File: config.mk
export PLATFORM = sky130hd
export DESIGN_NAME = sync_length_xor_deframer_unit
export DESIGN_NICKNAME = d
export VERILOG_FILES = /design/src/sv/sld_pkg.sv /design/src/sv/sld_in_stage.sv /design/src/sv/sld_parse.sv /design/src/sv/sld_out_stage.sv /design/src/sv/sync_length_xor_deframer_unit.sv
export SDC_FILE = /design/constraint.sdc
export NUM_CORES = 1
export LEC_CHECK = 0
export BUFFER_PORTS_ARGS = -buffer_cell sky130_fd_sc_hd__buf_2
export CELL_PAD_IN_SITES_DETAIL_PLACEMENT = 1
export CELL_PAD_IN_SITES_GLOBAL_PLACEMENT = 1
export CORE_MARGIN = 4
export CORE_UTILIZATION = 45
export CTS_CLUSTER_DIAMETER = 200
export DETAILED_ROUTE_END_ITERATION = 8
export PLACE_DENSITY = 0.88
export SETUP_SLACK_MARGIN = 0.2
export SYNTH_ARGS = -nofsm -noshare
export SYNTH_HDL_FRONTEND = slang
export SYNTH_SLANG_ARGS = --single-unit
File: constraint.sdc
create_clock -name i_clk -period 7.8 [get_ports i_clk]
set_clock_uncertainty 0.05 [all_clocks]
set_input_delay 1.95 -clock i_clk [delete_from_list [all_inputs] [get_ports i_clk]]
set_output_delay 1.95 -clock i_clk [all_outputs]
set_load 0.1 [all_outputs]
File: src/sv/sld_pkg.sv
`timescale 1ns / 1ps
`default_nettype none
// ----------------------------------------------------------------------------
// sld_pkg
// Shared types and constants of the sync/length/XOR deframer.
// ----------------------------------------------------------------------------
package sld_pkg;

    localparam int MAX_FRAME_DEF = 64;

    localparam int BYTE_W    = 8;
    localparam int CFG_IDX_W = 8;

    localparam logic [BYTE_W-1:0] SYNC_FIRST_RST  = 8'h5A;
    localparam logic [BYTE_W-1:0] SYNC_SECOND_RST = 8'hA5;

    localparam logic [CFG_IDX_W-1:0] CFG_SYNC_FIRST  = 8'd0;
    localparam logic [CFG_IDX_W-1:0] CFG_SYNC_SECOND = 8'd1;

    typedef enum logic [1:0] {
        KIND_PAYLOAD = 2'd0,
        KIND_GOOD    = 2'd1,
        KIND_BAD     = 2'd2,
        KIND_LEN_ERR = 2'd3
    } t_kind;

    typedef enum logic [4:0] {
        PH_HUNT   = 5'b00001,
        PH_SYNC2  = 5'b00010,
        PH_LEN_HI = 5'b00100,
        PH_LEN_LO = 5'b01000,
        PH_BODY   = 5'b10000
    } t_phase;

    typedef struct packed {
        logic              vld;
        logic [BYTE_W-1:0] data;
    } t_beat;

    typedef struct packed {
        logic              vld;
        t_kind             kind;
        logic [BYTE_W-1:0] data;
    } t_res;

    typedef struct packed {
        logic                 vld;
        logic [CFG_IDX_W-1:0] idx;
        logic [BYTE_W-1:0]    data;
    } t_cfg_wr;

endpackage : sld_pkg
`default_nettype wire

File: src/sv/sld_in_stage.sv
`timescale 1ns / 1ps
`default_nettype none
// ----------------------------------------------------------------------------
// sld_in_stage
// Input register: captures one received byte per beat.
// ----------------------------------------------------------------------------
module sld_in_stage
    import sld_pkg::*;
(
    input  wire logic              i_clk,
    input  wire logic              i_rst_n,
    input  wire logic              i_in_valid,
    output logic                   o_in_ready,
    input  wire logic [BYTE_W-1:0] i_rx_byte,
    input  wire logic              i_advance,
    output t_beat                  o_beat
);

    logic              r_vld;
    logic [BYTE_W-1:0] r_byte;
    logic              n_vld;
    logic              w_fire;

    assign o_in_ready = !r_vld || i_advance;
    assign w_fire     = i_in_valid && o_in_ready;

    always_comb begin
        n_vld = r_vld;
        if (w_fire) begin
            n_vld = 1'b1;
        end else if (i_advance) begin
            n_vld = 1'b0;
        end
    end

    always_ff @(posedge i_clk) begin
        if (!i_rst_n) begin
            r_vld <= 1'b0;
        end else begin
            r_vld <= n_vld;
        end
    end

    always_ff @(posedge i_clk) begin
        if (w_fire) begin
            r_byte <= i_rx_byte;
        end
    end

    assign o_beat.vld  = r_vld;
    assign o_beat.data = r_byte;

endmodule : sld_in_stage
`default_nettype wire

File: src/sv/sld_parse.sv
`timescale 1ns / 1ps
`default_nettype none
// ----------------------------------------------------------------------------
// sld_parse
// Frame parser: sync hunt, length check, payload count and XOR checksum.
// ----------------------------------------------------------------------------
module sld_parse
    import sld_pkg::*;
#(
    parameter int MAX_FRAME = MAX_FRAME_DEF
) (
    input  wire logic    i_clk,
    input  wire logic    i_rst_n,
    input  wire t_cfg_wr i_cfg,
    input  wire t_beat   i_beat,
    input  wire logic    i_advance,
    output t_res         o_res
);

    localparam int CNT_W = $clog2(MAX_FRAME);
    localparam logic [15:0] LEN_MAX = 16'(MAX_FRAME - 4);

    t_phase            r_phase,  n_phase;
    logic [BYTE_W-1:0] r_sync1;
    logic [BYTE_W-1:0] r_sync2;
    logic [BYTE_W-1:0] r_xor,    n_xor;
    logic [BYTE_W-1:0] r_len_hi, n_len_hi;
    logic [CNT_W-1:0]  r_cnt,    n_cnt;
    logic [15:0]       w_len;
    logic [BYTE_W-1:0] w_b;
    logic              w_fire;

    assign w_fire = i_beat.vld && i_advance;
    assign w_b    = i_beat.data;
    assign w_len  = {r_len_hi, w_b};

    always_comb begin
        n_phase    = r_phase;
        n_xor      = r_xor;
        n_len_hi   = r_len_hi;
        n_cnt      = r_cnt;
        o_res.vld  = 1'b0;
        o_res.kind = KIND_PAYLOAD;
        o_res.data = w_b;
        if (w_fire) begin
            case (r_phase)
                PH_HUNT: begin
                    if (w_b == r_sync1) begin
                        n_xor   = w_b;
                        n_phase = PH_SYNC2;
                    end
                end
                PH_SYNC2: begin
                    if (w_b == r_sync2) begin
                        n_xor   = r_xor ^ w_b;
                        n_phase = PH_LEN_HI;
                    end else begin
                        n_phase = PH_HUNT;
                    end
                end
                PH_LEN_HI: begin
                    if (r_sync1 == r_sync2) begin
                        n_phase = PH_HUNT;
                    end else begin
                        n_len_hi = w_b;
                        n_xor    = r_xor ^ w_b;
                        n_phase  = PH_LEN_LO;
                    end
                end
                PH_LEN_LO: begin
                    if (w_len == 16'd0 || w_len > LEN_MAX) begin
                        o_res.vld  = 1'b1;
                        o_res.kind = KIND_LEN_ERR;
                        n_phase    = PH_HUNT;
                    end else begin
                        n_xor   = r_xor ^ w_b;
                        n_cnt   = CNT_W'(w_len - 16'd1);
                        n_phase = PH_BODY;
                    end
                end
                PH_BODY: begin
                    o_res.vld = 1'b1;
                    if (r_cnt != '0) begin
                        o_res.kind = KIND_PAYLOAD;
                        n_xor      = r_xor ^ w_b;
                        n_cnt      = r_cnt - CNT_W'(1);
                    end else begin
                        o_res.kind = (r_xor == w_b) ? KIND_GOOD : KIND_BAD;
                        n_xor      = '0;
                        n_phase    = PH_HUNT;
                    end
                end
                default: begin
                    n_phase = PH_HUNT;
                end
            endcase
        end
    end

    always_ff @(posedge i_clk) begin
        if (!i_rst_n) begin
            r_phase <= PH_HUNT;
            r_sync1 <= SYNC_FIRST_RST;
            r_sync2 <= SYNC_SECOND_RST;
        end else begin
            r_phase <= n_phase;
            if (i_cfg.vld && i_cfg.idx == CFG_SYNC_FIRST) begin
                r_sync1 <= i_cfg.data;
            end
            if (i_cfg.vld && i_cfg.idx == CFG_SYNC_SECOND) begin
                r_sync2 <= i_cfg.data;
            end
        end
    end

    always_ff @(posedge i_clk) begin
        r_xor    <= n_xor;
        r_len_hi <= n_len_hi;
        r_cnt    <= n_cnt;
    end

endmodule : sld_parse
`default_nettype wire

File: src/sv/sld_out_stage.sv
`timescale 1ns / 1ps
`default_nettype none
// ----------------------------------------------------------------------------
// sld_out_stage
// Result register: holds one result beat until the consumer takes it.
// ----------------------------------------------------------------------------
module sld_out_stage
    import sld_pkg::*;
(
    input  wire logic              i_clk,
    input  wire logic              i_rst_n,
    input  wire t_res              i_res,
    output logic                   o_advance,
    output logic                   o_out_valid,
    input  wire logic              i_out_ready,
    output logic [1:0]             o_kind,
    output logic [BYTE_W-1:0]      o_data_byte
);

    logic              r_vld;
    t_kind             r_kind;
    logic [BYTE_W-1:0] r_data;

    assign o_advance = !r_vld || i_out_ready;

    always_ff @(posedge i_clk) begin
        if (!i_rst_n) begin
            r_vld <= 1'b0;
        end else if (o_advance) begin
            r_vld <= i_res.vld;
        end
    end

    always_ff @(posedge i_clk) begin
        if (o_advance && i_res.vld) begin
            r_kind <= i_res.kind;
            r_data <= i_res.data;
        end
    end

    assign o_out_valid = r_vld;
    assign o_kind      = r_kind;
    assign o_data_byte = r_data;

endmodule : sld_out_stage
`default_nettype wire

File: src/sv/sync_length_xor_deframer_unit.sv
`timescale 1ns / 1ps
`default_nettype none
// ----------------------------------------------------------------------------
// sync_length_xor_deframer_unit
// Receive deframer: sync pair, 16-bit length, payload, XOR checksum.
// ----------------------------------------------------------------------------
// channel | dir | handshake               | payload
// in      | in  | i_in_valid / o_in_ready | i_rx_byte
// out     | out | o_out_valid/ i_out_ready| o_kind, o_data_byte
// cfg     | in  | i_cfg_valid/ o_cfg_ready| i_cfg_index, i_cfg_data
//
// One byte per cycle while the result register is not stalled; a result passes
// through the input register and then the result register before it shows.
// Synchronous active-low reset clears both stages and the parser phase and
// loads the sync registers with 0x5A and 0xA5; no clearing pass.
// A stalled result register stalls the parser; the input register still takes
// a byte while it is empty.
// ----------------------------------------------------------------------------
module sync_length_xor_deframer_unit
    import sld_pkg::*;
#(
    parameter int MAX_FRAME = MAX_FRAME_DEF
) (
    input  wire logic                 i_clk,
    input  wire logic                 i_rst_n,
    input  wire logic                 i_in_valid,
    output logic                      o_in_ready,
    input  wire logic [BYTE_W-1:0]    i_rx_byte,
    output logic                      o_out_valid,
    input  wire logic                 i_out_ready,
    output logic [1:0]                o_kind,
    output logic [BYTE_W-1:0]         o_data_byte,
    input  wire logic                 i_cfg_valid,
    output logic                      o_cfg_ready,
    input  wire logic [CFG_IDX_W-1:0] i_cfg_index,
    input  wire logic [BYTE_W-1:0]    i_cfg_data
);

    t_beat   w_beat;
    t_res    w_res;
    t_cfg_wr w_cfg;
    logic    w_advance;

    assign o_cfg_ready = 1'b1;
    assign w_cfg.vld   = i_cfg_valid;
    assign w_cfg.idx   = i_cfg_index;
    assign w_cfg.data  = i_cfg_data;

    sld_in_stage u_in (
        .i_clk      (i_clk),
        .i_rst_n    (i_rst_n),
        .i_in_valid (i_in_valid),
        .o_in_ready (o_in_ready),
        .i_rx_byte  (i_rx_byte),
        .i_advance  (w_advance),
        .o_beat     (w_beat)
    );

    sld_parse #(
        .MAX_FRAME (MAX_FRAME)
    ) u_parse (
        .i_clk     (i_clk),
        .i_rst_n   (i_rst_n),
        .i_cfg     (w_cfg),
        .i_beat    (w_beat),
        .i_advance (w_advance),
        .o_res     (w_res)
    );

    sld_out_stage u_out (
        .i_clk       (i_clk),
        .i_rst_n     (i_rst_n),
        .i_res       (w_res),
        .o_advance   (w_advance),
        .o_out_valid (o_out_valid),
        .i_out_ready (i_out_ready),
        .o_kind      (o_kind),
        .o_data_byte (o_data_byte)
    );

endmodule : sync_length_xor_deframer_unit
`default_nettype wire

; After elaboration in Yosys (flattened, before gate mapping)
; Cells that the tools add are included.
[totals]
regBits = 63
inputBits = 29
output_inout_bits = 13
wordCells = 74
[classes]
add_sub_neg = 2
order_cmp = 1
n_eq_ne = 16
n_mux = 22
n_bitwise = 2
reduce_logical = 20
[op_table]
columns = op, n
row1 = $mux W8, 5
row2 = $pmux W8 S5, 1
row3 = $eq A8 B8 Y1, 4
row4 = $pmux W5 S5, 1
row5 = $gt A16 B6 Y1 const B, 1
row6 = $logic_not A16 Y1, 1
row7 = $mux W5, 3
row8 = $mux W6, 2
row9 = $pmux W6 S2, 1
row10 = $sub A6 B1 Y6 const B, 2
row11 = $mux W3, 3
row12 = $eq A8 B1 Y1 const B, 1
row13 = $logic_not A8 Y1, 1
row14 = $xor A8 B8 Y8, 1
row15 = $ne A2 B1 Y1 const B, 3
row16 = $ne A2 B2 Y1 const B, 3
row17 = $pmux W3 S2, 1
row18 = $reduce_and A3 Y1, 2
row19 = $reduce_and A6 Y1, 1
row20 = $reduce_bool A6 Y1, 1
row21 = $eq A5 B1 Y1 const B, 1
row22 = $eq A5 B2 Y1 const B, 1
row23 = $eq A5 B3 Y1 const B, 1
row24 = $eq A5 B4 Y1 const B, 1
row25 = other kinds (11), 21

; Longest topological paths before layout
; Gate-level depths: netlist (run 1).
[depth]
depth_word = 6
depth_mapped = 7

; Hierarchy
; A second synthesis (run 1) with hierarchy kept.
[unflattened]
hier_cells = 297
area_unflattened_um2 = 3369.5
[by_module_without_submodules]
columns = mod, n_inst, cells_each, area_per_inst_um2, seq_area_each_um2
row1 = sld_parse, 1, 266, 2695.1, 1081.0
row2 = sld_out_stage, 1, 15, 357.8, 320.3
row3 = sld_in_stage, 1, 14, 305.3, 260.2
row4 = sync_length_xor_deframer_unit, 1, 2, 11.3, 0.0

; Worst setup path after synthesis (run 1)
; Ideal clock, no wire load.
[synth_timing]
kind = in2out
from = input i_out_ready
to = output o_in_ready
arrival_time_ps = 2708
required_ps = 5800
slack_ps = 3092
cell_stages = 2
path_buffers = 0
cell_sequence = nor2b_1 -> nand2_1
[synth_via]
elab_chain_cells = 2
[synth_lines]
columns = element, line
row1 = from (decl), sync_length_xor_deframer_unit.sv:30  ; input wire logic i_out_ready,
row2 = $logic_or A1 B1 Y1, sld_out_stage.sv:24  ; assign o_advance = !r_vld || i_out_ready;
row3 = $logic_or A1 B1 Y1, sld_in_stage.sv:24  ; assign o_in_ready = !r_vld || i_advance;
row4 = to (decl), sync_length_xor_deframer_unit.sv:27  ; output logic o_in_ready,
; No other way between the ends.

; Worst setup path in the final report (run 1)
; Ends and elaborated chain as after synthesis.

==> results of run 1 <==
placed cells by master, fill, tap and decap left out, types with 2 or more instances in the layout:
cell type / netlist / layout
nor4_4: 2 / 2
xor2_1: 24 / 24
o21ai_0: 10 / 10
o21bai_2: 2 / 2
inv_1: 2 / 2
clkinvlp_4: 0 / 2
nand3_1: 5 / 5
nand2_1: 13 / 13
and2_1: 2 / 2
dfxtp_1: 23 / 23
nor3b_1: 9 / 9
nand4_1: 6 / 6
a21oi_1: 3 / 3
a21o_1: 8 / 8
buf_2: 5 / 40
o21a_1: 2 / 2
a21oi_2: 2 / 2
or3_1: 2 / 2
xnor2_1: 10 / 10
xor2_2: 2 / 2
edfxtp_1: 40 / 40
a21boi_1: 2 / 2
nor2_1: 12 / 12
bufinv_16: 0 / 2
mux2i_1: 22 / 22
and3b_1: 2 / 2
nand3b_1: 4 / 4
nor3_1: 3 / 3
o221a_2: 2 / 2
nor4b_1: 2 / 2
nor2b_1: 10 / 10
nor4_1: 7 / 7
clkbuf_8: 0 / 9
synth_stat cells (3+ instances only):
cell      instances  share of area, %
nand4_1           6               1.2
dfxtp_1          23                15
buf_6             5               1.8
nand3_1           5              0.79
buf_2             5              0.79
nor3b_1           9               2.1
a21oi_1           3              0.47
nor2_1           12               1.4
nand3b_1          4              0.95
nor2b_1          10               2.0
xnor2_1          10               2.8
o21ai_0          10               1.6
mux2i_1          22               7.0
xor2_1           24               6.7
nand2_1          13               1.5
edfxtp_1         40                38
nor3_1            3              0.47
a21o_1            8               1.9
nor4_1            7               1.4
metrics by stage:
step           hold slack, ns  instances  utilization [%]  setup slack, ns  total power, W
3_5_place_dp            0.489        386             49.9             3.13        0.000419
5_1_grt                 0.549        402             53.2             3.00        0.000754
4_1_cts                 0.500        402             53.2             3.04        0.000732
6_report                0.504        402             53.2             3.08        0.000727
2_1_floorplan           0.389        262                -             3.09        0.000407
3_3_place_gp            0.467        386             49.9             3.19        0.000416
worst paths after layout:
check	to	slack [ns]	cells past startpoint
setup / recovery	o_in_ready	3.08	4
hold / removal	u_parse.r_phase[2]$_SDFFE_PN0P_	0.50	2
setup reg to reg	u_parse.r_cnt[4]$_DFFE_PP_	5.10	4
hold reg to reg	u_parse.r_phase[2]$_SDFFE_PN0P_	0.50	2
power by group through the flow:
stage,registers [W],logic [W],clock network (W)
after floorplan,0.000369,0.0000378,0
after global placement,0.000380,0.0000361,0
after detailed placement,0.000381,0.0000384,0
after CTS,0.000373,0.0000396,0.000319
after global routing,0.000374,0.0000432,0.000337
final,0.000373,0.0000393,0.000314
per-layer routing:
metal	vias up	routed length, um	track usage [%]
met4	0	97	6.31
met1	1090	3160	23.2
met5	-	0	0
met2	55	4040	34.3
li1	1032	-	-
met3	12	300	4.68
flip-flops by register name, indices dropped and copies added, names as in the netlist:
name / cells
u_parse.r_phase: 5
u_parse.r_sync2: 8
u_parse.r_sync1: 8
u_parse.r_len_hi: 8
u_out.o_out_valid: 1
u_in.r_vld: 1
u_out.o_kind: 2
u_parse.r_xor: 8
u_out.o_data_byte: 8
u_parse.r_cnt: 6
u_in.r_byte: 8
cell type report:
type                       count  area [sq um]  area share [%]
multi-input combinational    184          1400            38.6
clock buffer                   9           124            3.43
inverter                       2          7.51           0.208
clock inverter                 7          96.3            2.67
sequential                    63          1660            46.0
tap                           96           120            3.33
timing repair buffer          41           208            5.75
worst max-delay path: stages:
cell and delay (ns):
buf_2 0.09, nor2b_1 0.26, nand2_1 0.12, buf_2 0.30
cell families after synthesis:
| family | Yosys count | synth area share, % |
|---|---|---|
| XOR/XNOR | 36 | 10.5 |
| AO/OA/AOI/OAI | 36 | 8.55 |
| flip-flops | 63 | 52.6 |
| buffers and inverters | 15 | 3.29 |
| other | 1 | 0.119 |
| adder cells (fa/ha/maj) | 1 | 0.396 |
| multiplexers | 24 | 7.76 |
| AND/OR/NAND/NOR | 86 | 16.9 |
==> summary.md, run 1 <==
| Metric | Value |
|---|---|
| WL/cell | `18.9 um` |
| CP endpoint kind | `output port` |
| CTS H-tree depth | `3` |
| Seq pwr share | `51.3%` |
| Status | `complete, no violations` |
| Number of synthesized flops with an enable pin | `40` |
| P_sw | `0.000168 W` |
| Placed Area | `3390 sq um` |
| Syn nets | `292` |
| Max-Cap Viols | `0` |
| Vias | `2189` |
| Drt total wl | `7610 um` |
| Rows | `30` |
| Initial antenna violation count | `0` |
| CTS root buffer | `clkbuf_8` |
| Max Fclk | `212 MHz` |
| Combinational power share | `5.4%` |
| Synth Cell Area | `3160 sq um` |
| Die height | `91.8 um` |
| Initial core utilization | `46.5%` |
| Grt ovf | `0` |
| IR drop worst, VDD | `0.178 mV` |
| DPL Wire Length | `5130 um` |
| Vias in the first global route | `2469` |
| CP startpoint kind | `input pin` |
| Final Hold Vio Count | `0` |
| # Post-CTS Setup Buffers | `0` |
| Syn Area/Cell | `12.1 sq um` |
| Initial DRC count | `91` |
| Worst Path Class, Setup | `in2out` |
| Total track usage | `19.4%` |
| Drt pass-1 iters | `4` |
| TritonCTS clock tree | `built` |
| # fillers | `726` |
| Async SR Flop Fraction | `0%` |
| Final Cell Area | `3610 sq um` |
| RR Startpoint | `u_in.r_byte[6]$_DFFE_PP_` |
| Setup crit start | `i_out_ready` |
| TritonCTS Buffers | `9` |
| Largest net degree at the start of global routing | `25` |
| Antenna cells | `0` |
| Final setup vio count | `0` |
| Worst hold path startpoint | `u_parse.r_phase[2]$_SDFFE_PN0P_` |
| Layout cells sized above 1 | `23.9%` |
| Die width | `91.8 um` |
| Final period demand of the worst path | `4.72 ns` |
| Cts repair resizes | `0` |
| Sw Share | `23.1%` |
| Clock power share | `43.2%` |
| Slew HR | `38.7%` |
| First-pass GRT wire length | `12800 um` |
| Period utilisation layout | `60.6%` |
| Area Overhead vs Synth | `14.3%` |
| Worst-path clk slew | `0.06 ns` |
| RSZ-0062 raised after global routing | `no` |
| Cts hold-fix bufs | `0` |
| Die ar. | `8430 sq um` |
| Number of routed nets with antenna violations | `0` |
| Core Region | `6790 sq um` |
| Buffers on Ports | `40` |
| Leak | `1.33 nW` |
| Total Neg Setup Slack | `0 ns` |
| Arrival time worst endpoint | `2.72 ns` |
| Nets | `331` |
| Slew Limit Fails | `0` |
| Top FF cell, synth | `edfxtp_1` |
| Remaining DRCs | `0` |
| Min-Delay Path Class | `reg2reg` |
| Clock tree buffer depth | `2` |
| YS warnings | `0` |
| IO Pins | `42` |
| Clock Sinks | `63` |
| Library cells used by synthesis | `49` |
| Pwr dens | `201 nW/um^2` |
| Worst Path Max Fanout | `4` |
| Worst slew pin tran | `0.917 ns` |
| RePlAce Congestion | `0.786` |
| Sequential cell area fraction in the yosys report | `52.6%` |
| P_int | `0.000559 W` |
| Clock Latency Late Sink | `0.34 ns` |
| Seq cells post-synth | `63` |
| Post-Syn Instances | `262` |
| Req. time, crit path | `5.80 ns` |
| Vias per cell | `5.45` |
Note: power is estimated with default switching activity, not from simulation.
==> run 2, diff against run 1 <==
- clock period: 7.8 -> 4.35 ns (I/O delays scaled with it)
==> summary.md, run 2 (synthesized netlist as in run 1, its figures left out) <==
| Metric | Value |
|---|---|
| Status | `complete, no violations` |
| Worst path most repeated cell | `buf_2` |
| Final period demand of the worst path | `2.95 ns` |
| Max Fclk | `339 MHz` |
| Drt total wl | `7510 um` |
| Worst Path Class, Setup | `in2out` |
| Clock Latency Late Sink | `0.34 ns` |
| Nets | `331` |
| Seq pwr share | `53.7%` |
| Worst Setup Slack, final | `1.40 ns` |
| Total track usage | `18.9%` |
| P_int | `0.000944 W` |
| Vias | `2182` |
| Clock tree buffer depth | `2` |
| Total Neg Setup Slack | `0 ns` |
| Rows | `30` |
| Die ar. | `8430 sq um` |
| Remaining DRCs | `0` |
| Placement Setup Slack | `1.39 ns` |
| Max-Cap Viols | `0` |
| RR Startpoint | `u_in.r_byte[3]$_DFFE_PP_` |
| Vias per cell | `5.43` |
| Min-Delay Path Class | `reg2reg` |
| First-pass GRT wire length | `12200 um` |
| Worst Reg2Reg Path Length in Cells | `4` |
| Pwr dens | `347 nW/um^2` |
| Layout cells sized above 1 | `24.2%` |
| Initial antenna violation count | `0` |
| DPL Wire Length | `5280 um` |
| Worst hold path startpoint | `u_parse.r_phase[3]$_SDFFE_PN0P_` |
| Vias in the first global route | `2339` |
| CTS root buffer | `clkbuf_8` |
| Hold Crit Depth | `2` |
| Critical-path cell list | `buf_2 > nor2b_1 > nand2_1 > buf_2` |
| # Post-CTS Setup Buffers | `0` |
| Clock Sinks | `63` |
| Arrival time worst endpoint | `1.81 ns` |
| Period utilisation layout | `67.9%` |
| P_sw | `0.000303 W` |
| Number of routed nets with antenna violations | `0` |
| Critical-path top delay cell | `buf_2` |
| CP endpoint kind | `output port` |
| CP peak stage delay | `0.30 ns` |
| Worst-path clk slew | `0.07 ns` |
| RSZ-0062 raised after global routing | `no` |
| TritonCTS Buffers | `9` |
| Leak | `1.33 nW` |
| Hold endpoint | `u_parse.r_phase[3]$_SDFFE_PN0P_` |
| Cts hold-fix bufs | `0` |
| Core Region | `6790 sq um` |
| Worst path bufs/invs | `2` |
| Drt pass-1 iters | `4` |
| Final setup vio count | `0` |
| Initial core utilization | `46.5%` |
| Final Hold Vio Count | `0` |
| Area Overhead vs Synth | `13.5%` |
| Antenna cells | `0` |
| IR drop worst, VDD | `0.231 mV` |
| RePlAce Congestion | `0.743` |
| CTS H-tree depth | `3` |
| R2R Setup Slk | `1.67 ns` |
| Combinational power share | `5.6%` |
| Sw Share | `24.3%` |
| Slew HR | `42.2%` |
| Slew Limit Fails | `0` |
| Die width | `91.8 um` |
| Largest net degree at the start of global routing | `25` |
| Initial DRC count | `156` |
| Req. time, crit path | `3.21 ns` |
| IO Pins | `42` |
| Commonest non-fill, non-tap cells in the layout | `buf_2, edfxtp_1, xor2_1, dfxtp_1, mux2i_1` |
| TritonCTS clock tree | `built` |
| Buffers on Ports | `40` |
| # fillers | `717` |
| Worst Path Max Fanout | `4` |
| Clock power share | `40.7%` |
| Worst slew pin tran | `0.866 ns` |
| Die height | `91.8 um` |
| Grt ovf | `0` |
| Crit path max-delay family | `buffers and inverters` |
| WL/cell | `18.7 um` |
| Cts repair resizes | `0` |
| CP startpoint kind | `input pin` |
| Reg2reg end | `u_out.o_data_byte[5]$_DFFE_PP_` |
[run 2: cell types whose count changed in the layout (fill, tap and decap cells not counted), sizes merged]
cell / delta
bufinv: -1
clkinv: +1
[run 2: worst max path at each step]
| stage | startpoint | endpoint | cells past startpoint |
|---|---|---|---|
| after detailed placement | i_out_ready | o_in_ready | 4 |
| final | i_out_ready | o_in_ready | 4 |
| after global placement | i_out_ready | o_in_ready | 4 |
| after global routing | i_out_ready | o_in_ready | 4 |
| after floorplan | i_out_ready | o_in_ready | 2 |
| after CTS | i_out_ready | o_in_ready | 4 |
[run 2: layout make-up]
class | instances | area, sq um | area share, %
inverters | 2 | 7.51 | 0.209
repair buffers | 41 | 208 | 5.79
clock buffers | 9 | 124 | 3.45
clock inverters | 7 | 72.6 | 2.02
well taps | 96 | 120 | 3.35
multi-input cells | 184 | 1400 | 38.9
flip-flops and latches | 63 | 1660 | 46.3
[run 2: power by group through the flow]
stage               Clock [W]  Combinational (W)  Sequential [W]
floorplan                   0          0.0000678        0.000662
global placement            0          0.0000651        0.000682
detailed placement          0          0.0000691        0.000683
CTS                  0.000511          0.0000707        0.000669
global route         0.000544          0.0000776        0.000671
finish               0.000507          0.0000703        0.000669
[run 2: stage by stage]
| stage | total power [W] | cells | instance area (sq um) | utilization [%] | hold WS, ns |
|---|---|---|---|---|---|
| finish | 0.00125 | 402 | 3590 | 52.8 | 0.504 |
| detailed placement | 0.000752 | 386 | 3390 | 49.9 | 0.488 |
| global route | 0.00129 | 402 | 3590 | 52.8 | 0.543 |
| floorplan | 0.000730 | 262 | 3160 | - | 0.389 |
| CTS | 0.00125 | 402 | 3590 | 52.8 | 0.501 |
| global placement | 0.000747 | 386 | 3390 | 49.9 | 0.470 |
[run 2: worst register-to-register path, delay by kind of cell, from the launching register on]
kind	cells	cell delay, ns
simple gates	1	0.60
mux	1	0.23
compound gates	2	0.77
flops	1	0.65
[run 2: layer usage]
layer / up-vias / global-route usage (%) / wire length (um)
met3: 15 / 5.09 / 412
met1: 1065 / 22.6 / 3130
met4: 0 / 7.67 / 172
met2: 69 / 32.2 / 3800
li1: 1033 / - / -
met5: - / 0 / 0
